[src/smalm_pkg.sv]
// Shared types, constants and helpers for the stereo moving-average level meter.
// No dependencies; every other file of the block but smalm_ram uses this package.
package smalm_pkg;

  // Field widths
  localparam int SAMPLE_W = 16;
  localparam int MAG_W    = 15;
  localparam int LEVEL_W  = 15;

  // Default window depth (log2, per channel)
  localparam int DEFAULT_MAX_WINDOW_LOG2 = 8;

  // Configuration port
  localparam int PADDR_W = 3;
  localparam int DATA_W  = 32;
  localparam int WLOG_W  = 4;
  localparam int CHCNT_W = 2;

  localparam logic REG_WINDOW_LOG2   = 1'b0;
  localparam logic REG_CHANNEL_COUNT = 1'b1;

  localparam logic [WLOG_W-1:0]  WINDOW_LOG2_RST   = 4'd8;
  localparam logic [CHCNT_W-1:0] CHANNEL_COUNT_RST = 2'd2;

  // Output queue depth is fixed at three entries
  localparam int QCNT_W = 2;

  // Per-item control handed to each lane
  typedef struct packed {
    logic accept;    // item accepted this cycle
    logic write_en;  // lane stores its magnitude for this item
    logic copy;      // lane takes the left sum instead of its own
    logic clear;     // clearing sweep writes zero this cycle
  } lane_ctrl_t;

  // Status of the merging stage
  typedef struct packed {
    logic              can_take;  // room for one more item in flight
    logic [QCNT_W-1:0] count;     // items waiting in the output queue
  } merge_stat_t;

  typedef struct packed {
    logic [LEVEL_W-1:0] left;
    logic [LEVEL_W-1:0] right;
  } level_pair_t;

  // Absolute value of a 16-bit sample, -32768 saturates to 32767
  function automatic logic [MAG_W-1:0] magnitude(input logic [SAMPLE_W-1:0] x);
    logic [SAMPLE_W-1:0] neg;
    neg = SAMPLE_W'(~x + SAMPLE_W'(1));
    if (!x[SAMPLE_W-1]) begin
      return x[MAG_W-1:0];
    end else if (neg[SAMPLE_W-1]) begin
      return '1;
    end else begin
      return neg[MAG_W-1:0];
    end
  endfunction

endpackage

[src/smalm_ram.sv]
// Generic single-clock RAM: one write port, one read port, registered read data.
// Read and write at the same address in one cycle return the old contents.
module smalm_ram #(
  parameter int WIDTH = 15,
  parameter int DEPTH = 256,
  localparam int AW = (DEPTH > 1) ? $clog2(DEPTH) : 1
) (
  input  logic             clk,
  input  logic             we,
  input  logic [AW-1:0]    waddr,
  input  logic [WIDTH-1:0] wdata,
  input  logic             re,
  input  logic [AW-1:0]    raddr,
  output logic [WIDTH-1:0] rdata
);

  logic [WIDTH-1:0] mem [DEPTH];

  // Write and registered read
  always_ff @(posedge clk) begin
    if (we) begin
      mem[waddr] <= wdata;
    end
    if (re) begin
      rdata <= mem[raddr];
    end
  end

endmodule

[src/smalm_lane.sv]
// One channel lane: window memory, magnitude, running-sum update.
// Depends on smalm_pkg and smalm_ram.
module smalm_lane #(
  parameter int MAX_WINDOW_LOG2 = smalm_pkg::DEFAULT_MAX_WINDOW_LOG2,
  localparam int SUM_W = MAX_WINDOW_LOG2 + smalm_pkg::MAG_W
) (
  input  logic                             clk,
  input  logic                             rst,
  input  smalm_pkg::lane_ctrl_t            ctrl,
  input  logic [MAX_WINDOW_LOG2-1:0]       pos,
  input  logic [MAX_WINDOW_LOG2-1:0]       clr_addr,
  input  logic [smalm_pkg::SAMPLE_W-1:0]   sample,
  input  logic [SUM_W-1:0]                 copy_sum,
  output logic                             done,
  output logic [SUM_W-1:0]                 sum_upd,
  output logic [SUM_W-1:0]                 sum_new
);
  import smalm_pkg::*;

  localparam int DEPTH = 1 << MAX_WINDOW_LOG2;

  logic                        v1;
  logic                        wr1;
  logic                        copy1;
  logic                        fwd1;
  logic [MAX_WINDOW_LOG2-1:0]  pos1;
  logic [MAG_W-1:0]            mag1;
  logic [MAG_W-1:0]            fwd_mag;
  logic [MAG_W-1:0]            rdata;
  logic [MAG_W-1:0]            old_mag;
  logic [SUM_W-1:0]            sum;
  logic                        ram_we;
  logic [MAX_WINDOW_LOG2-1:0]  ram_waddr;
  logic [MAG_W-1:0]            ram_wdata;

  // Update stage valid
  always_ff @(posedge clk) begin
    if (rst) begin
      v1 <= 1'b0;
    end else begin
      v1 <= ctrl.accept;
    end
  end

  // Capture the item; flag a same-address write still in flight
  always_ff @(posedge clk) begin
    if (ctrl.accept) begin
      mag1    <= magnitude(sample);
      pos1    <= pos;
      wr1     <= ctrl.write_en;
      copy1   <= ctrl.copy;
      fwd1    <= v1 && wr1 && (pos1 == pos);
      fwd_mag <= mag1;
    end
  end

  // Oldest value leaves the window, newest enters
  assign old_mag = fwd1 ? fwd_mag : rdata;
  assign sum_upd = sum - SUM_W'(old_mag) + SUM_W'(mag1);
  assign sum_new = copy1 ? copy_sum : sum_upd;

  always_ff @(posedge clk) begin
    if (rst) begin
      sum <= '0;
    end else if (v1) begin
      sum <= sum_new;
    end
  end

  // Memory write: clearing sweep or the item's magnitude
  assign ram_we    = ctrl.clear | (v1 & wr1);
  assign ram_waddr = ctrl.clear ? clr_addr : pos1;
  assign ram_wdata = ctrl.clear ? '0 : mag1;

  smalm_ram #(
    .WIDTH (MAG_W),
    .DEPTH (DEPTH)
  ) u_window (
    .clk   (clk),
    .we    (ram_we),
    .waddr (ram_waddr),
    .wdata (ram_wdata),
    .re    (ctrl.accept),
    .raddr (pos),
    .rdata (rdata)
  );

  assign done = v1;

endmodule

[config.mk]
export PLATFORM = sky130hd
export DESIGN_NAME = smalm_lane
export DESIGN_NICKNAME = d
export VERILOG_FILES = /design/src/smalm_pkg.sv /design/src/smalm_ram.sv /design/src/smalm_lane.sv
export SDC_FILE = /design/constraint.sdc
export NUM_CORES = 2
export LEC_CHECK = 0
export ABC_AREA = 0
export BUFFER_PORTS_ARGS = -buffer_cell sky130_fd_sc_hd__buf_4
export CAP_MARGIN = 20
export CELL_PAD_IN_SITES_DETAIL_PLACEMENT = 1
export CELL_PAD_IN_SITES_GLOBAL_PLACEMENT = 2
export CORE_MARGIN = 4
export CORE_UTILIZATION = 40
export DETAILED_ROUTE_END_ITERATION = 10
export HOLD_SLACK_MARGIN = 0.08
export PLACE_DENSITY_LB_ADDON = 0.1
export REMOVE_ABC_BUFFERS = 1
export SYNTH_ARGS = -nofsm -noshare
export SYNTH_HDL_FRONTEND = slang
export SYNTH_SLANG_ARGS = --single-unit
[constraint.sdc]
create_clock -name clk -period 10.1 [get_ports clk]
set_clock_uncertainty 0.15 [all_clocks]
set_input_delay 1.01 -clock clk [delete_from_list [all_inputs] [get_ports clk]]
set_output_delay 1.01 -clock clk [all_outputs]
set_load 0.005 [all_outputs]
Word-level counts from Yosys, hierarchy flattened
Memories as Yosys holds them, arrays and structs flattened. A register that Yosys moved wholly into a read port is not among the register bits.
Cells that the tools add are included.

storage, ports and cells
  memory bits (writable) = 3840
  memories = 1
  input bits = 61
  flip-flop bits (word level) = 65
  output and inout bits = 47

memories
  memory        depth  width  read ports  clocked after Yosys merged registers in  wr ports  RTL line         text
  u_window.mem  256    15     1           1                                        1         smalm_ram.sv:17  logic [WIDTH-1:0] mem [DEPTH];

operators by class
  muxes and demuxes = 8
  equality and inequality tests = 1
  reductions and logical operators = 2
  bitwise logic cells = 3
  add/sub/neg operators = 3

operators by type and width
  operator                                                          number
  15-bit 2-to-1 mux                                                 4
  23-bit by 15-bit adder with 23-bit output                         1
  23-bit 2-to-1 mux                                                 1
  23-bit by 15-bit subtractor with 23-bit output                    1
  16-bit by 1-bit adder with 16-bit output (second input constant)  1
  16-bit NOT                                                        1
  8-bit equality test                                               1
  8-bit 2-to-1 mux                                                  1
  1-bit logical AND                                                 2
  1-bit 2-to-1 mux                                                  2
  1-bit AND                                                         1
  1-bit bitwise OR                                                  1

Depth between registers and ports, before layout
  word-level depth = 4
  depth in mapped cells = 15
  gate-level depth less buffers = 13

Cells and area by module
A second synthesis with hierarchy kept.

second synthesis, totals
  cell total of the unflattened synthesis = 7280
  area total of the unflattened synthesis = 152965.5 µm²

by module, submodules not included
  module      cells each  instances  area an instance (µm²)
  smalm_ram   6708        1          147761.7
  smalm_lane  572         1          5203.7

Worst setup path before layout
Ideal clock, no wire load.

  path type = input to register
  from = input port ctrl[0] (netlist name)
  to = memory u_window.mem[0][0], data pin
  stages on the path = 3
  path slack = 846 ps
  library setup time = 1456 ps
  required time = 8494 ps
  arrival time = 7648 ps
  buffers on the path = 2
  cell sequence = clkbuf_1 -> buf_1 -> nor2b_1

between the ends
  word-level cells in the longest chain between the ends = 1

RTL lines
  item                    RTL line          text
  from (decl)             smalm_lane.sv:9   input smalm_pkg::lane_ctrl_t ctrl,
  15-bit 2-to-1 mux       smalm_lane.sv:73  assign ram_wdata = ctrl.clear ? '0 : mag1;
  named net ram_wdata[0]  smalm_lane.sv:34  logic [MAG_W-1:0] ram_wdata;
  to (decl)               smalm_ram.sv:17

The timed path passes the listed nets, and every way through them passes these cells.

Final worst setup path
  from = register fwd1
  to = output port sum_new[21]

between the ends
  word-level cells in the longest chain between the ends = 4

RTL lines
  item                                            RTL line          text
  from (decl)                                     smalm_lane.sv:25  logic fwd1;
  from (signal assigned)                          smalm_lane.sv:52  fwd1 <= v1 && wr1 && (pos1 == pos);
  15-bit 2-to-1 mux                               smalm_lane.sv:58  assign old_mag = fwd1 ? fwd_mag : rdata;
  23-bit by 15-bit subtractor with 23-bit output  smalm_lane.sv:59  assign sum_upd = sum - SUM_W'(old_mag) + SUM_W'(mag1);
  23-bit by 15-bit adder with 23-bit output       smalm_lane.sv:59
  23-bit 2-to-1 mux                               smalm_lane.sv:60  assign sum_new = copy1 ? copy_sum : sum_upd;
  to (decl)                                       smalm_lane.sv:16  output logic [SUM_W-1:0] sum_new

Every way passes these cells.

==> impl_metrics.yaml <==
timing:
  final_hold_viol_count: 0
  fin_hold_ws_ns: 0.2362
  finalWorstPathRequiredPeriod_ns: 6.887
  rsz0062_at_grt: "false"
  layout_setup_ws_ns: 3.213
  relSlewSlack_pct: 9.443
  fin_crit_sh_pct: 68.19
  max_freq_mhz: 145.2
  worstMarginPinSlew_ns: 1.358
  setup_viol: 0
  fin_setup_tns_ns: 0
  drv_slew: 0
cells_and_area:
  drive_gt1_share_pct: 30.99
  finalNonFillerCells: 12670
  final_util_pct: 46.12
  area_delta_synth_final_pct: 14.73
  nets: 7395
  finalInstanceArea_um2: 175000
  n_fill_cell: 33930
  final_common_cell: "edfxtp_1"
  final_cell_mix: "3896 x edfxtp_1, 1054 x mux4_2, 477 x buf_4, 429 x clkbuf_16, 253 x nor2_1"
synthesis:
  synth_seq_cells: 3920
  avgSynthCellArea_um2: 22.68
  synth_area_um2: 152600
  synth_warnings: 0
  syn-instance-count: 6726
  synth_cell_type_count: 64
  synthArstFlopShare_pct: 0
  yosysSeqAreaShare_pct: 77.00
  yosys_most_used_dff: "edfxtp_1"
  synth_edf_count: 3896
grt:
  antenna_found_initial: 33
  grt_usage_pct: 22.42
  grt_pass1_vias: 76510
  grt_start_max_net_pins: 190
  grt.overflow.total: 0
  grt_pass1_wl_um: 619800
setup_path:
  r2r_slack_ns: 5.14
  cp-start-kind: "flop"
  crit_start: "fwd1"
  timing.rr.start: "fwd1"
  reg2reg_to: "sum[21]"
  crit_end: "sum_new[21]"
  cp.required_ns: 8.94
  worstPathArrival_ns: 5.73
  crit_type: "reg -> out"
  crit_path_end_kind: "primary output"
  rr_worst_depth: 12
  cp_max_fo: 15
cts:
  tritoncts: "built"
  clk_latency_ns: 0.96
  cts_buffers: 425
  htree_levels: 5
  clockBufferDepth: 4
  cts_resized: 0
  cts_setup_buffers: 0
  cts_sinks: 3920
  root_buffer: "clkbuf_16"
  clk_pin_slew_ns: 0.06
routing:
  wl_per_cell_um: 34.89
  drcViolationCount: 0
  wl_um: 442100
  vias: 72960
  ant_nets: 0
  vias_per_cell: 5.757
  first_pass_iters: 7
  drt_iter0_drc: 7933
status:
  outcome: "complete, no violations"
place:
  pre_cts_ws_ns: 3.900
  dpl-instance-area_um2: 161500
  placed_cells_incl_taps: 11880
  dp_hpwl_um: 258200
  numPortBuffers: 107
  place_congestion: 0.7813
floorplan:
  row_count: 226
  initial_core_util_pct: 40.20
  die_h_um: 625.6
  dieArea_um2: 391300
  core_area_um2: 379500
  die_w_um: 625.6
  num_io_pins: 108
pwr:
  vdd_ir_drop_max_mv: 0.1493
  leakage_nw: 55.89
  powerDensity_nw_per_um2: 203.7
  p_total_mw: 35.66
min_path:
  hold_path.class: "in -> reg"
  hp-start: "copy_sum[4]"
flow_run:
  cap_violations: 0
-- registers in the layout, indices dropped and copies added (netlist names) --
register        flops
u_window.mem     3840
sum                23
done                1
fwd_mag            15
fwd1                1
pos1                8
u_window.rdata     15
mag1               15
copy1               1
wr1                 1
-- cell type report --
cell class / count / area, um^2 / area share [%]
Sequential cell: 3920 / 117500 / 67.12
Multi-Input combinational cell: 2339 / 33200 / 18.97
Clock buffer: 517 / 11070 / 6.322
Tap cell: 5016 / 6276 / 3.586
Timing Repair Buffer: 523 / 4367 / 2.495
Clock inverter: 262 / 2290 / 1.308
Inverter: 86 / 322.8 / 0.1844
Antenna cell: 9 / 22.52 / 0.01287
-- worst min-delay path by stage --
| stage | endpoint | slack [ns] | cells after the start |
|---|---|---|---|
| global route | sum[4] | 0.21 | 3 |
| finish | sum[4] | 0.24 | 3 |
| detailed placement | fwd_mag[1] | 0.30 | 0 |
| global placement | fwd_mag[4] | 0.29 | 0 |
| CTS | sum[4] | 0.15 | 3 |
| floorplan | fwd_mag[10] | 0.28 | 0 |
-- cells in the mapped netlist, types with 17 or more instances --
master | number | share of area (%)
dfxtp_1 | 24 | 0.31
ha_1 | 24 | 0.20
a21oi_1 | 66 | 0.22
xor2_1 | 18 | 0.10
a22oi_1 | 23 | 0.11
a221oi_1 | 36 | 0.21
buf_6 | 19 | 0.14
buf_2 | 118 | 0.39
mux4_2 | 1054 | 16
buf_4 | 36 | 0.18
o221ai_1 | 68 | 0.39
nand2_1 | 108 | 0.27
nor2_1 | 307 | 0.76
mux2i_1 | 189 | 1.2
o21ai_0 | 47 | 0.15
a31oi_1 | 26 | 0.11
xnor2_1 | 20 | 0.11
edfxtp_1 | 3896 | 77
buf_1 | 29 | 0.071
inv_1 | 84 | 0.21
nand3_1 | 17 | 0.056
nor3_1 | 22 | 0.072
mux2_2 | 129 | 0.95
clkbuf_1 | 178 | 0.44
-- worst max-delay path: stages (launching register included) --
cell and delay [ns]:
edfxtp_1 0.84, mux2_2 0.42, fa_1 0.50, inv_1 0.05, ha_1 0.35, a21o_1 0.24, a31oi_1 0.21, a21oi_1 0.14
o41ai_1 0.75, o211ai_1 0.40, a31oi_1 0.31, xor2_1 0.27, o21ai_0 0.11, buf_4 0.17
-- logic make-up after synthesis --
logic type,after synthesis,synth area share [%]
adder cells (fa/ha/maj),39,0.3937
multiplexers,1372,17.75
buffers and inverters,467,1.430
flip-flops,3920,77.00
AO/OA/AOI/OAI,377,1.781
XOR/XNOR,38,0.2182
AND/OR/NAND/NOR,513,1.420
-- repair_timing --
action / 4_1_cts / 5_1_grt
setup endpoints to repair: 0 / 0
hold buffers: 2 / 0
hold endpoints to repair: 2 / 0
-- report_power, final --
group,switching (mW),internal (mW)
logic,1.60,0.886
clock network,6.40,8.64
registers,0.0358,18.1
total,8.04,27.6
-- routing by layer --
metal	GRT usage [%]	share of wire, %	vias up
met4	4.763	2.2	6
met5	0	0.0093	-
met1	33.09	45	40700
met2	35.70	48	2025
met3	3.235	5.4	476
li1	-	-	29750
Power figures use the tool's default switching activity.
