<file path="config.mk">
export PLATFORM = sky130hd
export DESIGN_NAME = smalm_merge_flat
export DESIGN_NICKNAME = d
export VERILOG_FILES = /design/src/smalm_pkg.sv /design/src/smalm_level_if.sv /design/src/smalm_merge.sv /design/src/flat_wrapper.sv
export SDC_FILE = /design/constraint.sdc
export NUM_CORES = 1
export LEC_CHECK = 0
export BUFFER_PORTS_ARGS = -buffer_cell sky130_fd_sc_hd__buf_2
export CAP_MARGIN = 10
export CORE_ASPECT_RATIO = 0.9
export CORE_MARGIN = 2
export CORE_UTILIZATION = 40
export CTS_CLUSTER_DIAMETER = 60
export CTS_CLUSTER_SIZE = 20
export DETAILED_ROUTE_END_ITERATION = 8
export GPL_TIMING_DRIVEN = 0
export PLACE_DENSITY = 0.61
export SLEW_MARGIN = 5
export SYNTH_ARGS = -nofsm -noshare
export SYNTH_HDL_FRONTEND = slang
export SYNTH_SLANG_ARGS = --single-unit
</file>
<file path="constraint.sdc">
create_clock -name clk -period 3.6 [get_ports clk]
set_input_delay 0.18 -clock clk [delete_from_list [all_inputs] [get_ports clk]]
set_output_delay 0.18 -clock clk [all_outputs]
set_load 0.02 [all_outputs]
</file>
<file path="src/smalm_pkg.sv">
// Shared types, constants and helpers for the stereo moving-average level meter.
// No dependencies; every other file of the block but smalm_ram uses this package.
package smalm_pkg;

  // Field widths
  localparam int SAMPLE_W = 16;
  localparam int MAG_W    = 15;
  localparam int LEVEL_W  = 15;

  // Default window depth (log2, per channel)
  localparam int DEFAULT_MAX_WINDOW_LOG2 = 8;

  // Configuration port
  localparam int PADDR_W = 3;
  localparam int DATA_W  = 32;
  localparam int WLOG_W  = 4;
  localparam int CHCNT_W = 2;

  localparam logic REG_WINDOW_LOG2   = 1'b0;
  localparam logic REG_CHANNEL_COUNT = 1'b1;

  localparam logic [WLOG_W-1:0]  WINDOW_LOG2_RST   = 4'd8;
  localparam logic [CHCNT_W-1:0] CHANNEL_COUNT_RST = 2'd2;

  // Output queue depth is fixed at three entries
  localparam int QCNT_W = 2;

  // Per-item control handed to each lane
  typedef struct packed {
    logic accept;    // item accepted this cycle
    logic write_en;  // lane stores its magnitude for this item
    logic copy;      // lane takes the left sum instead of its own
    logic clear;     // clearing sweep writes zero this cycle
  } lane_ctrl_t;

  // Status of the merging stage
  typedef struct packed {
    logic              can_take;  // room for one more item in flight
    logic [QCNT_W-1:0] count;     // items waiting in the output queue
  } merge_stat_t;

  typedef struct packed {
    logic [LEVEL_W-1:0] left;
    logic [LEVEL_W-1:0] right;
  } level_pair_t;

  // Absolute value of a 16-bit sample, -32768 saturates to 32767
  function automatic logic [MAG_W-1:0] magnitude(input logic [SAMPLE_W-1:0] x);
    logic [SAMPLE_W-1:0] neg;
    neg = SAMPLE_W'(~x + SAMPLE_W'(1));
    if (!x[SAMPLE_W-1]) begin
      return x[MAG_W-1:0];
    end else if (neg[SAMPLE_W-1]) begin
      return '1;
    end else begin
      return neg[MAG_W-1:0];
    end
  endfunction

endpackage

</file>
<file path="src/smalm_level_if.sv">
// Output channel: one pair of channel levels per item.
// Depends on smalm_pkg for field widths.
interface smalm_level_if;
  logic                           valid;
  logic                           ready;
  logic [smalm_pkg::LEVEL_W-1:0]  level_left;
  logic [smalm_pkg::LEVEL_W-1:0]  level_right;

  modport source (output valid, level_left, level_right, input ready);
  modport sink   (input valid, level_left, level_right, output ready);
endinterface

</file>
<file path="src/smalm_merge.sv">
// Merging stage: turns the two lane sums into saturated levels and queues them.
// Depends on smalm_pkg and the level channel interface.
module smalm_merge #(
  parameter int MAX_WINDOW_LOG2 = smalm_pkg::DEFAULT_MAX_WINDOW_LOG2,
  localparam int SUM_W = MAX_WINDOW_LOG2 + smalm_pkg::MAG_W
) (
  input  logic                          clk,
  input  logic                          rst,
  input  logic                          push,
  input  logic [SUM_W-1:0]              sum_left,
  input  logic [SUM_W-1:0]              sum_right,
  input  logic [smalm_pkg::WLOG_W-1:0]  shift,
  output smalm_pkg::merge_stat_t        stat,
  smalm_level_if.source                 levels
);
  import smalm_pkg::*;

  localparam int QDEPTH = 3;

  level_pair_t         queue [QDEPTH];
  level_pair_t         entry;
  logic [QCNT_W-1:0]   wr_ptr;
  logic [QCNT_W-1:0]   rd_ptr;
  logic [QCNT_W-1:0]   count;
  logic [QCNT_W-1:0]   count_next;
  logic                pop;

  function automatic logic [LEVEL_W-1:0] level_of(input logic [SUM_W-1:0] s,
                                                  input logic [WLOG_W-1:0] n);
    logic [SUM_W-1:0] sh;
    sh = s >> n;
    if (|sh[SUM_W-1:LEVEL_W]) begin
      return '1;
    end else begin
      return sh[LEVEL_W-1:0];
    end
  endfunction

  // Mean level of each channel
  always_comb begin
    entry.left  = level_of(sum_left, shift);
    entry.right = level_of(sum_right, shift);
  end

  assign pop        = levels.valid & levels.ready;
  assign count_next = count + QCNT_W'(push) - QCNT_W'(pop);

  // Queue pointers and fill level
  always_ff @(posedge clk) begin
    if (rst) begin
      wr_ptr <= '0;
      rd_ptr <= '0;
      count  <= '0;
    end else begin
      if (push) begin
        wr_ptr <= (wr_ptr == QCNT_W'(QDEPTH - 1)) ? '0 : wr_ptr + QCNT_W'(1);
      end
      if (pop) begin
        rd_ptr <= (rd_ptr == QCNT_W'(QDEPTH - 1)) ? '0 : rd_ptr + QCNT_W'(1);
      end
      count <= count_next;
    end
  end

  // Hold queued levels
  always_ff @(posedge clk) begin
    if (push) begin
      queue[wr_ptr] <= entry;
    end
  end

  assign levels.valid       = (count != '0);
  assign levels.level_left  = queue[rd_ptr].left;
  assign levels.level_right = queue[rd_ptr].right;

  // One more item may enter while queue plus update stage leave a slot free
  assign stat.can_take = ({1'b0, count} + {2'b0, push}) <= 3'(QDEPTH - 1);
  assign stat.count    = count;

endmodule

</file>
<file path="src/flat_wrapper.sv">
// flat-port wrapper written by rule: the top's interface ports become plain ports
module smalm_merge_flat import smalm_pkg::*;
#(
  parameter int MAX_WINDOW_LOG2 = smalm_pkg::DEFAULT_MAX_WINDOW_LOG2,
  localparam int SUM_W = MAX_WINDOW_LOG2 + smalm_pkg::MAG_W
)
  (clk, rst, push, sum_left, sum_right, shift, stat, levels_valid, levels_level_left, levels_level_right, levels_ready);
  smalm_level_if levels_i ();
  input  logic clk;
  input  logic rst;
  input  logic push;
  input  logic [SUM_W-1:0] sum_left;
  input  logic [SUM_W-1:0] sum_right;
  input  logic [smalm_pkg::WLOG_W-1:0] shift;
  output smalm_pkg::merge_stat_t stat;
  output wire logic [$bits(levels_i.valid)-1:0] levels_valid;
  output wire logic [$bits(levels_i.level_left)-1:0] levels_level_left;
  output wire logic [$bits(levels_i.level_right)-1:0] levels_level_right;
  input wire logic [$bits(levels_i.ready)-1:0] levels_ready;
  assign levels_valid = levels_i.valid;
  assign levels_level_left = levels_i.level_left;
  assign levels_level_right = levels_i.level_right;
  assign levels_i.ready = levels_ready;
  smalm_merge #(.MAX_WINDOW_LOG2(MAX_WINDOW_LOG2)) u_core (.clk(clk), .rst(rst), .push(push), .sum_left(sum_left), .sum_right(sum_right), .shift(shift), .stat(stat), .levels(levels_i));
endmodule
</file>
; Word-level counts from Yosys, hierarchy flattened
; Memory sizes are Yosys's and may differ from the RTL's. A register that Yosys moved wholly into a read port is not among the register bits.
; Index checks and enable logic that the tools add are counted.
[totals]
reg_bits = 6
mem_bits_rw = 90
input_bits = 54
output_inout_bits = 34
word_cells = 26
memories = 1
[classes]
addsub = 5
order_cmp = 1
n_eq_ne = 2
shift = 2
n_mux = 8
bitwise = 1
n_reduce_logical = 3
[mem_list]
columns = name, depth, width, read_ports, rd_clocked_by_memory_dff, write_ports, line
row1 = u_core.queue, 3, 30, 1, 1, 1, smalm_merge.sv:20  ; level_pair_t queue [QDEPTH];
[ops]
columns = operator, count
row1 = >> shifter 23 x 4 -> 23 bit, 2
row2 = 2-to-1 mux 15 bit, 2
row3 = OR reduction 8 bit, 2
row4 = 2-to-1 mux 2 bit, 4
row5 = "adder 2 x 1 -> 2 bit, second input constant", 2
row6 = "== test 2 bit, second input constant", 2
row7 = adder 2 x 1 -> 3 bit, 1
row8 = "less-or-equal comparator 3 x 2 -> 1 bit, second input constant", 1
row9 = adder 2 x 1 -> 2 bit, 1
row10 = 2-to-1 mux 1 bit, 2
row11 = nonzero test 2 bit, 1
row12 = subtractor 2 x 1 -> 2 bit, 1
row13 = bitwise AND 1 bit, 1

; Longest topological paths before layout
; Gate-level depths: netlist of the first run.
[logic_depth]
word_depth = 4
ltp_mapped = 9
depth_no_buf = 9

; Worst setup path after synthesis of the first run
; No wires, ideal clock.
[synth_timing]
path_type = reg-to-reg
from = register u_core.wr_ptr[0]
to = memory u_core.queue[1][0] in the netlist's numbering (enable)
setup_time_ns = 0.463
arrival_time_ns = 2.653
t_required_ns = 3.137
slack_ns = 0.484
path_stages_with_launch = 2
path_buffers = 0
synth_period_minus_slack_ns = 3.116
path_cell_list = dfxtp_1 nor3b_1
[synth_lines]
columns = item, line
row1 = start: declaration, smalm_merge.sv:22  ; logic [QCNT_W-1:0] wr_ptr;
row2 = start signal: assignment, smalm_merge.sv:56  ; wr_ptr <= (wr_ptr == QCNT_W'(QDEPTH - 1)) ? '0 : wr_ptr + QCNT_W'(1);
row3 = end: declaration, smalm_merge.sv:20
; Straight into the memory's write port.

==> reports/results.txt, run 1 <==
The maximum vdd drop is 260.4 uV, and the quantity of I/O buffers inserted on ports is 86. The cell count after synthesis came out at 477. The worst flop-to-flop path startpoint was u_core.count[0]. Synthesis produced a netlist with a net count of 536.

Floorplan die area: 15340 um^2. TritonCTS built the clock tree. The synthesized design contains 90 enable-type register cells.

The per-instance average area after synthesis came out at 12.05 um^2. In this run the power density over the cells is 491.7 nW/um^2. The share of the Yosys chip area taken by registers is 49.83%.

In the routed design, unresolved DRC markers number 0. The clock net in this run drives a total of 98 sinks. Derived from the worst setup path, the maximum achievable clock frequency is 436.4 MHz. The logs give 0 for the final count of hold timing violations and 2 for the buffer levels on the longest clock path. In this run the core area contains 41 standard-cell rows.

The clock tree synthesis step divided the H-tree into 3 levels. After Yosys synthesis, and, or, nand and nor cells account for 8.885% of the synthesized area. Total power for the finished layout comes to 0.003360 W. The async set or reset register ratio after synthesis was 0%. The endpoint identified for the worst register-to-register timing path is u_core.count[1]. The first routing iteration left 371 violations. The slew at the pin with the worst max-slew slack is 0.8489 ns, and the number of library cell types mapped by synthesis is 43. After synthesis the netlist holds a flip-flop and latch count of 98. For this design the static power due to leakage is 2.407 nW. The main combinational cell family by area after synthesis was multiplexers. Clock latency on the worst-skew pair, taken at its later pin, is 0.35 ns. The tools report the initial antenna violation count as 0. Measured against the total synthesized area, the mux share comes to 23.69%. Wires add up to 15.99 mm. The complex-gate fraction of the synthesized area came out at 12.67%. The worst setup path is launched from a flip-flop.

For this design, the CTS-stage hold fixing added 0 buffers. The routed layout has 4571 vias. The final hold slack was 0.07441 ns. The number of setup buffers added after CTS is 0. Setup violations remaining at the end of the flow were counted as 0.

Final period utilization: 63.65%. 0 antenna diodes ended up in the layout. The kind of path behind the tightest hold check is in2reg. The share of Yosys cell area claimed by the top area cell type was 47.04%. The clock arrives with 0.003680 ns of skew. After legalization and detailed placement, the total HPWL measured 12.01 mm. The die height works out to 117.7 um. Clock-pin slew was measured on the worst setup and hold paths at 0.07 ns. Pin count of the biggest net entering global routing: 22. In the post-synthesis netlist, the biggest area contributors are sky130_fd_sc_hd__edfxtp_1, sky130_fd_sc_hd__mux4_2, sky130_fd_sc_hd__mux2i_1. The run gives 0.9105 as the routability congestion estimate. The warning count from the yosys run is 0.

From left edge to right edge, the die measures 130.3 um. Placement-stage cell area: 6515 um^2. The tools report the worst reg-to-reg setup slack as 1.82 ns. The critical path is of the reg2out type. Cell type with the largest total area after synthesis: sky130_fd_sc_hd__edfxtp_1. The first-pass GRT wire length is 24.98 mm, and the mean number of vias per cell is 5.868.

Setup repair after global routing left no endpoint under its margin. The core region is 14000 um^2. The area of all placed cells without fillers came out at 6833 um^2.

Of the total synthesized cell area, the portion taken by full adders, half adders and majority gates is 1.089%. After global routing the overflow that remains totals 0. Post-CTS repair changed the size of 0 cells.

The global routing usage summed across all routing layers is 21.48%, and the detailed-route wire length per cell is 20.52 um. At the worst endpoint, the arrival time is 2.11 ns. For this run, the leading register cell type out of synthesis is sky130_fd_sc_hd__edfxtp_1. The path depth of the worst reg2reg path was 9; the non-filler instance count after layout was 779. Once layout is complete, the utilization of the core stands at 48.79%. The xor/xnor share of the synthesized area works out to 0.3049%. Including well taps, the total number of placed cells is 763. The net total in the final layout was 640.

The via count of the first global-routing pass was 4552; the number of buffers inserted during clock tree synthesis was 9. For the worst setup path, the data required time is 3.42 ns. In this run the cell area of the synthesized design comes to 5746 um^2.

Termination of the worst setup path: levels_level_left[0]. The smallest clock period supported by the final layout is computed as 2.291 ns. The critical-path maximum fanout is 10, and the count of pins on the block boundary is 88. The number of detailed-route iterations in the first pass came out at 5.

Worst relative slew slack: 43.40%. Of the cells placed in the final design, the portion with a size suffix greater than 1 is 29.18%. Once the floorplan was initialized, standard cells occupied 41.03% of the core. In this run the remaining antenna-violating nets after routing total 0. The synthesis-to-finish area growth is 18.92%.

The tree is rooted in a sky130_fd_sc_hd__clkbuf_16. The count of final max-slew check failures came out at 0. The flow ran to the end, and the final reports show no timing, DRC or antenna violations.

The tools report the total of max-cap violations as 0. STA classifies the critical path endpoint as an output pin.
[worst max-delay path: stages, from the launching register on]
cell	delay (ns)
sky130_fd_sc_hd__dfxtp_1	0.31
sky130_fd_sc_hd__clkbuf_1	0.14
sky130_fd_sc_hd__buf_1	0.66
sky130_fd_sc_hd__mux2i_1	0.17
sky130_fd_sc_hd__o21ai_0	0.26
sky130_fd_sc_hd__buf_2	0.23
[layout by cell type (no fill, tap or decap), drive strengths merged, types with 2 or more instances in the layout]
master	netlist	layout
mux4	34	34
a21oi	29	29
nor2b	9	9
buf	18	111
dfxtp	8	8
a32oi	17	17
xnor2	2	2
nand3	4	4
inv	10	12
edfxtp	90	90
mux2i	55	55
nand2	78	78
a211oi	6	6
a211o	3	3
ha	5	5
nand2b	2	2
clkbuf	20	30
o221a	2	2
nor3	3	3
a2111oi	2	2
bufinv	0	2
a22oi	4	4
nor2	18	18
o21ai	39	39
mux2	4	4
or2	3	3
[final cells by class]
cell class	instances	area, um^2
timing repair buffer	93	510.5
inverter	10	37.54
sequential	98	2863
clock inverter	6	88.84
multi-input combinational	331	2698
clock buffer	10	229.0
tap	193	241.5
buffer	38	165.2
fill	1259	7172
[cell families after synthesis]
kind of cell	count (synthesis)
AO/OA/AOI/OAI	111
flip-flops	98
AND/OR/NAND/NOR	120
adder cells (fa/ha/maj)	5
XOR/XNOR	2
multiplexers	93
buffers and inverters	48
[routing by layer]
layer	part of all wire, %	vias up	global-route usage, %	routed length (um)
li1	-	2063	-	-
met3	8.0	13	4.591	1277
met2	46	217	33.12	7370
met4	1.2	0	6.250	189
met1	45	2278	30.67	7149
met5	0	-	0	0
[through the flow]
| stage | setup slack, ns | setup TNS (ns) |
|---|---|---|
| after CTS | 1.328 | 0 |
| after global placement | -1.113 | -62.09 |
| final | 1.309 | 0 |
| after detailed placement | 1.128 | 0 |
| after floorplan | 0.4840 | 0 |
| after global routing | 1.138 | 0 |
[registers in the layout, summed over array words and instances, names as in the netlist, named ones only]
signal / cells
u_core.rd_ptr: 2
u_core.count: 2
u_core.queue: 90
u_core.wr_ptr: 2
[synthesized netlist by cell type, types with 2 or more instances]
library cell / number
sky130_fd_sc_hd__a21oi_1: 29
sky130_fd_sc_hd__mux2_2: 4
sky130_fd_sc_hd__xnor2_1: 2
sky130_fd_sc_hd__dfxtp_1: 8
sky130_fd_sc_hd__clkbuf_1: 20
sky130_fd_sc_hd__nand2_1: 78
sky130_fd_sc_hd__edfxtp_1: 90
sky130_fd_sc_hd__a211oi_1: 5
sky130_fd_sc_hd__buf_1: 5
sky130_fd_sc_hd__o221a_2: 2
sky130_fd_sc_hd__a22oi_1: 4
sky130_fd_sc_hd__nand3_1: 4
sky130_fd_sc_hd__nand2b_1: 2
sky130_fd_sc_hd__nor3_1: 3
sky130_fd_sc_hd__buf_2: 12
sky130_fd_sc_hd__ha_1: 5
sky130_fd_sc_hd__inv_1: 9
sky130_fd_sc_hd__nor2_1: 18
sky130_fd_sc_hd__o21ai_0: 38
sky130_fd_sc_hd__a32oi_1: 17
sky130_fd_sc_hd__or2_2: 3
sky130_fd_sc_hd__a211o_1: 3
sky130_fd_sc_hd__mux4_2: 34
sky130_fd_sc_hd__mux2i_1: 55
sky130_fd_sc_hd__nor2b_1: 9
[worst min path at each step]
stage	start	slack (ns)	end	depth (start not counted)
5_1_grt	rst	0.08	u_core.wr_ptr[0]	2
2_1_floorplan	rst	0.25	u_core.count[0]	1
3_3_place_gp	rst	0.42	u_core.count[1]	2
6_report	rst	0.07	u_core.count[0]	2
3_5_place_dp	rst	0.44	u_core.count[0]	2
4_1_cts	rst	0.07	u_core.count[0]	2
[where the power goes]
group	total (W)	internal, W	leakage, nW	switching [W]
clock network	0.00102	0.000611	0.151	0.000410
logic	0.000978	0.000374	1.38	0.000603
registers	0.00136	0.00133	0.874	0.0000271
No activity file was read; power rests on OpenSTA's default activity.
==> run 2: changes to the inputs <==
--- a/config.mk
+++ b/config.mk
@@ -5,6 +5,7 @@
 export SDC_FILE = /design/constraint.sdc
 export NUM_CORES = 1
 export LEC_CHECK = 0
+export ABC_AREA = 1
 export BUFFER_PORTS_ARGS = -buffer_cell sky130_fd_sc_hd__buf_2
 export CAP_MARGIN = 10
 export CORE_ASPECT_RATIO = 0.9
@@ -14,7 +15,7 @@
 export CTS_CLUSTER_SIZE = 20
 export DETAILED_ROUTE_END_ITERATION = 8
 export GPL_TIMING_DRIVEN = 0
-export PLACE_DENSITY = 0.61
+export PLACE_DENSITY = 0.63
 export SLEW_MARGIN = 5
 export SYNTH_ARGS = -nofsm -noshare
 export SYNTH_HDL_FRONTEND = slang
==> constraint.sdc (replaced) <==
create_clock -name clk -period 2.09 [get_ports clk]
set_input_delay 0.1045 -clock clk [delete_from_list [all_inputs] [get_ports clk]]
set_output_delay 0.1045 -clock clk [all_outputs]
set_load 0.02 [all_outputs]
==> run 2 against run 1 <==
Sequential share of layout area shrank 1.6 points. Hold slack gained 0.014 ns. Via count grew 22%. Cell area grew 3.9%. First-iteration DRC count grew 15%. Clock power grew 52%. Non-clock buffer count grew 10. Synthesized cell count grew 56%. Setup slack lost 1.1 ns. Critical endpoint is now levels_level_left[14].
==> reports/results.txt, run 2 <==
The global routing usage summed across all routing layers came out at 20.05% (was 21.48%). The number of synthesized register bits was 98 (unchanged). The post-layout minimum cycle time is 1.875 ns, and the via count is 5557 (was 4571). Critical Path, Cell by Cell: inv_1 -> clkbuf_1 -> nand2_1 -> a21oi_1 -> buf_2 (was clkbuf_1 -> buf_1 -> mux2i_1 -> o21ai_0 -> buf_2).

For the floorplan die area, the log shows 16080 um^2 (was 15340 um^2). The synthesis-to-finish area growth was 17.74% (was 18.92%). The tools report the number of buffers inserted by post-CTS setup repair as 0 (unchanged). The library cell used as clock root buffer is sky130_fd_sc_hd__clkbuf_16 (unchanged). The post-detailed-route DRC marker count is 0 (unchanged), and the path depth of the worst reg2reg path is 3 (was 9). The via count of the first global-routing pass is 5019 (was 4552), and the highest achievable clock rate is 533.2 MHz. The worst flop-to-flop path startpoint is u_core.wr_ptr[1] (was u_core.count[0]). The slowest library cell on the worst path is sky130_fd_sc_hd__clkbuf_1 (was sky130_fd_sc_hd__buf_1). Die height: 120.5 um (was 117.7 um).

For the iteration-0 DRC count of the detailed router, the log shows 428 (was 371). The depth of the critical timing path with buffers and inverters included works out to 5 (unchanged). Top flip-flop cell by instance count after synthesis: sky130_fd_sc_hd__edfxtp_1 (unchanged).

Latest clock arrival within the worst-skew pair: 0.34 ns (was 0.35 ns). The kind of path behind the tightest hold check was in2reg (unchanged). The most common library cell in the layout ignoring fill and taps was sky130_fd_sc_hd__nand2_1 (was sky130_fd_sc_hd__buf_2). The detailed-route wire length per cell works out to 15.43 um (was 20.52 um). Kind of capture point of the worst setup path: an output pin (unchanged). The routability congestion estimate is 0.9559 (was 0.9105), and the maximum vdd drop is 432.0 uV (was 260.4 uV).

The share of Yosys cell area claimed by the top area cell type is 44.81% (was 47.04%), and the mean number of vias per cell is 5.302 (was 5.868). The tools report the termination of the worst setup path as levels_level_left[14] (was levels_level_left[0]). The area inside the core boundary was 14710 um^2 (was 14000 um^2); the critical-path maximum fanout was 10 (unchanged).

The warning count from the yosys run was 0 (unchanged). The run gives 25.27 mm (was 24.98 mm) as the first-pass GRT wire length. The flip-flop count of the largest register after layout was 90 (unchanged); the cell count after placement was 1030 (was 763). The per-instance average area after synthesis was 8.095 um^2 (was 12.05 um^2). Category of the most critical setup path: reg2out (unchanged).

Cell type with the largest total area after synthesis: sky130_fd_sc_hd__edfxtp_1 (unchanged). The synthesized cell area came out at 6031 um^2 (was 5746 um^2). The final period utilization was 89.73%; the row count was 42 (was 41). The async set or reset register ratio after synthesis is 0% (unchanged). The areal power density over the cells was 888.4 nW/um^2 (was 491.7 nW/um^2). The number of buffers and inverters on the critical path works out to 3 (unchanged).

The cell with the most instances after synthesis is sky130_fd_sc_hd__nand2_1 (was sky130_fd_sc_hd__edfxtp_1). The delay of the slowest cell on the worst path was 0.46 ns (was 0.66 ns). Register name with the most flops: u_core.queue (unchanged). The logs give 0 (unchanged) for the count of final max-slew check failures and 745 (was 477) for the instance count of the mapped netlist. The buffer levels on the longest clock path is 2 (unchanged), and the aggregate global routing overflow is 0 (unchanged). For the worst path arrival time, the log shows 1.77 ns (was 2.11 ns). The number of setup violations in the final report was 0 (unchanged). The cell class contributing the biggest share of worst-path delay was buffers and inverters (unchanged). The proportion of layout cells with a drive suffix above 1 came out at 21.06% (was 29.18%). Number of library cell types mapped by synthesis: 30 (was 43). The logs give 0 (unchanged) for the post-detailed-route count of antenna-violating nets and 31 (was 22) for the pin count of the biggest net entering global routing. The number of detailed-route iterations in the first pass is 5 (unchanged). For the effective utilization at floorplan, the log shows 40.99% (was 41.03%). The met2 global-route usage is 31.70% (was 33.12%). Setup repair after global routing left no endpoint under its margin. Clock-pin slew on the worst setup and hold paths: 0.07 ns (about the same).

The flow ran to the end, and the final reports show no timing, DRC or antenna violations. The tools report the kind of launch point of the worst setup path as a flip-flop (unchanged). The logs give 39.65% (was 43.40%) for the worst relative slew slack and 3.008 nW (was 2.407 nW) for the cell leakage power.

TritonCTS built the clock tree. For the sink count of the clock tree, the log shows 98 (unchanged). The clock tree skew after final layout is 0.009945 ns (was 0.003680 ns), and the total length of routed wires is 16.17 mm (was 15.99 mm).

Commonest cells in the netlist: sky130_fd_sc_hd__nand2_1, sky130_fd_sc_hd__nand3_1, sky130_fd_sc_hd__edfxtp_1 (was sky130_fd_sc_hd__edfxtp_1, sky130_fd_sc_hd__nand2_1, sky130_fd_sc_hd__mux2i_1). The tools report the met1 usage in global routing as 28.66% (was 30.67%). Quantity of I/O buffers inserted on ports: 84 (was 86).

The sequential-to-total area share from yosys stat was 47.47% (was 49.83%). Top library cells by usage in the layout, fill and taps aside: sky130_fd_sc_hd__nand2_1, sky130_fd_sc_hd__nand3_1, sky130_fd_sc_hd__buf_2 (was sky130_fd_sc_hd__buf_2, sky130_fd_sc_hd__edfxtp_1, sky130_fd_sc_hd__nand2_1). The number of flops mapped to enable cells by yosys was 90 (unchanged); the number of antenna diodes was 0 (unchanged). The H-tree depth was 3 (unchanged); the net count after synthesis was 804 (was 536). The count of pins on the block boundary is 88 (unchanged). The hold-critical path depth works out to 3 (was 2).

Net total in the final layout: 904 (was 640). Ranking of synthesized cells by area: sky130_fd_sc_hd__edfxtp_1, sky130_fd_sc_hd__nand3_1, sky130_fd_sc_hd__nand2_1 (was sky130_fd_sc_hd__edfxtp_1, sky130_fd_sc_hd__mux4_2, sky130_fd_sc_hd__mux2i_1). The run gives 1048 (was 779) as the non-filler instance count after layout.

Initial antenna violation count: 0 (unchanged). The slew at the pin with the worst max-slew slack works out to 0.9023 ns (was 0.8489 ns). Busiest metal layer after global routing: met2 (unchanged). The met3 track utilization from global routing came out at 3.270% (was 4.591%).

The run gives 0 (unchanged) as the total of max-cap violations. Terminus of the critical flop-to-flop path: u_core.queue[2][22] (was u_core.count[1]). The number of buffers inserted during clock tree synthesis is 9 (unchanged).

For the worst reg-to-reg setup slack, the log shows 0.33 ns (was 1.82 ns). The required time at the endpoint of the critical path was 1.99 ns (was 3.42 ns). The overall power consumption is 0.006308 W (was 0.003360 W), and the die outline width is 133.4 um (was 130.3 um). The sum of net half-perimeters after detailed placement is 12.02 mm (was 12.01 mm).

For the final count of hold timing violations, the log shows 0 (unchanged).
[run 2: cell count changes after synthesis, sizes merged, moves of 5 or more]
cell    delta
nand3    +195
nand2    +139
a21oi     +47
nor2      +29
o21ai     -27
buf       +20
mux4      -34
a32oi     -17
a211oi     -5
inv       +20
clkbuf     -6
mux2i     -55
nor2b      -9
[run 2: layout make-up]
type | count | area (um^2)
Clock buffer | 9 | 225.2
Inverter | 31 | 118.9
Multi-Input combinational cell | 564 | 2766
Fill cell | 1513 | 7614
Sequential cell | 98 | 2863
Buffer | 52 | 305.3
Timing Repair Buffer | 89 | 515.5
Clock inverter | 7 | 58.81
Tap cell | 198 | 247.7
[run 2: worst min-delay path by stage]
stage / startpoint / slack, ns / end
floorplan: rst / 0.17 / u_core.wr_ptr[1]
global placement: rst / 0.36 / u_core.wr_ptr[1]
detailed placement: rst / 0.36 / u_core.count[0]
CTS: push / 0.08 / u_core.wr_ptr[1]
global route: push / 0.13 / u_core.wr_ptr[1]
finish: push / 0.09 / u_core.wr_ptr[1]
[run 2: repair_timing]
action | in CTS | in global routing
gates resized for setup | 0 | 0
hold buffers | 1 | 0
endpoints found under the hold margin | 2 | 0
[run 2: power by group]
part / internal (W) / switching (W)
Sequential: 0.00230 / 0.0000542
Clock: 0.000827 / 0.000727
Combinational: 0.000774 / 0.00162
Total: 0.00390 / 0.00241
[run 2: kinds of logic after synthesis]
kind of cell | count (synthesis) | share of synthesized area (%)
AOI/OAI and AO/OA | 90 | 7.552
xor gates and xnor gates | 1 | 0.1453
adders and majority gates | 5 | 1.037
buffers and inverters | 83 | 7.033
DFF | 98 | 47.47
and+or+nand+nor | 468 | 36.76
[run 2: per-stage QoR]
| stage | hold WS (ns) | setup TNS [ns] | util, % | setup WS [ns] | cell area, um^2 |
|---|---|---|---|---|---|
| after floorplan | 0.1736 | 0 | - | 0.06937 | 6041 |
| after CTS | 0.07789 | 0 | 48.07 | 0.1256 | 7073 |
| after global routing | 0.1285 | 0 | 48.26 | 0.07398 | 7101 |
| final | 0.08864 | 0 | 48.26 | 0.2147 | 7101 |
| after detailed placement | 0.3645 | 0 | 46.07 | 0.1381 | 6779 |
| after global placement | 0.3614 | -45.70 | 45.60 | -0.7561 | 6709 |
[run 2: worst min-delay path: stages]
cell and delay, ns:
sky130_fd_sc_hd__buf_2 0.12, sky130_fd_sc_hd__nand3_1 0.10, sky130_fd_sc_hd__a21oi_1 0.06
[run 2: layer usage]
layer	share of wire, %	vias to the layer above
met2	45	174
met5	0	-
met3	5.8	21
met4	1.8	0
li1	-	2771
met1	48	2591
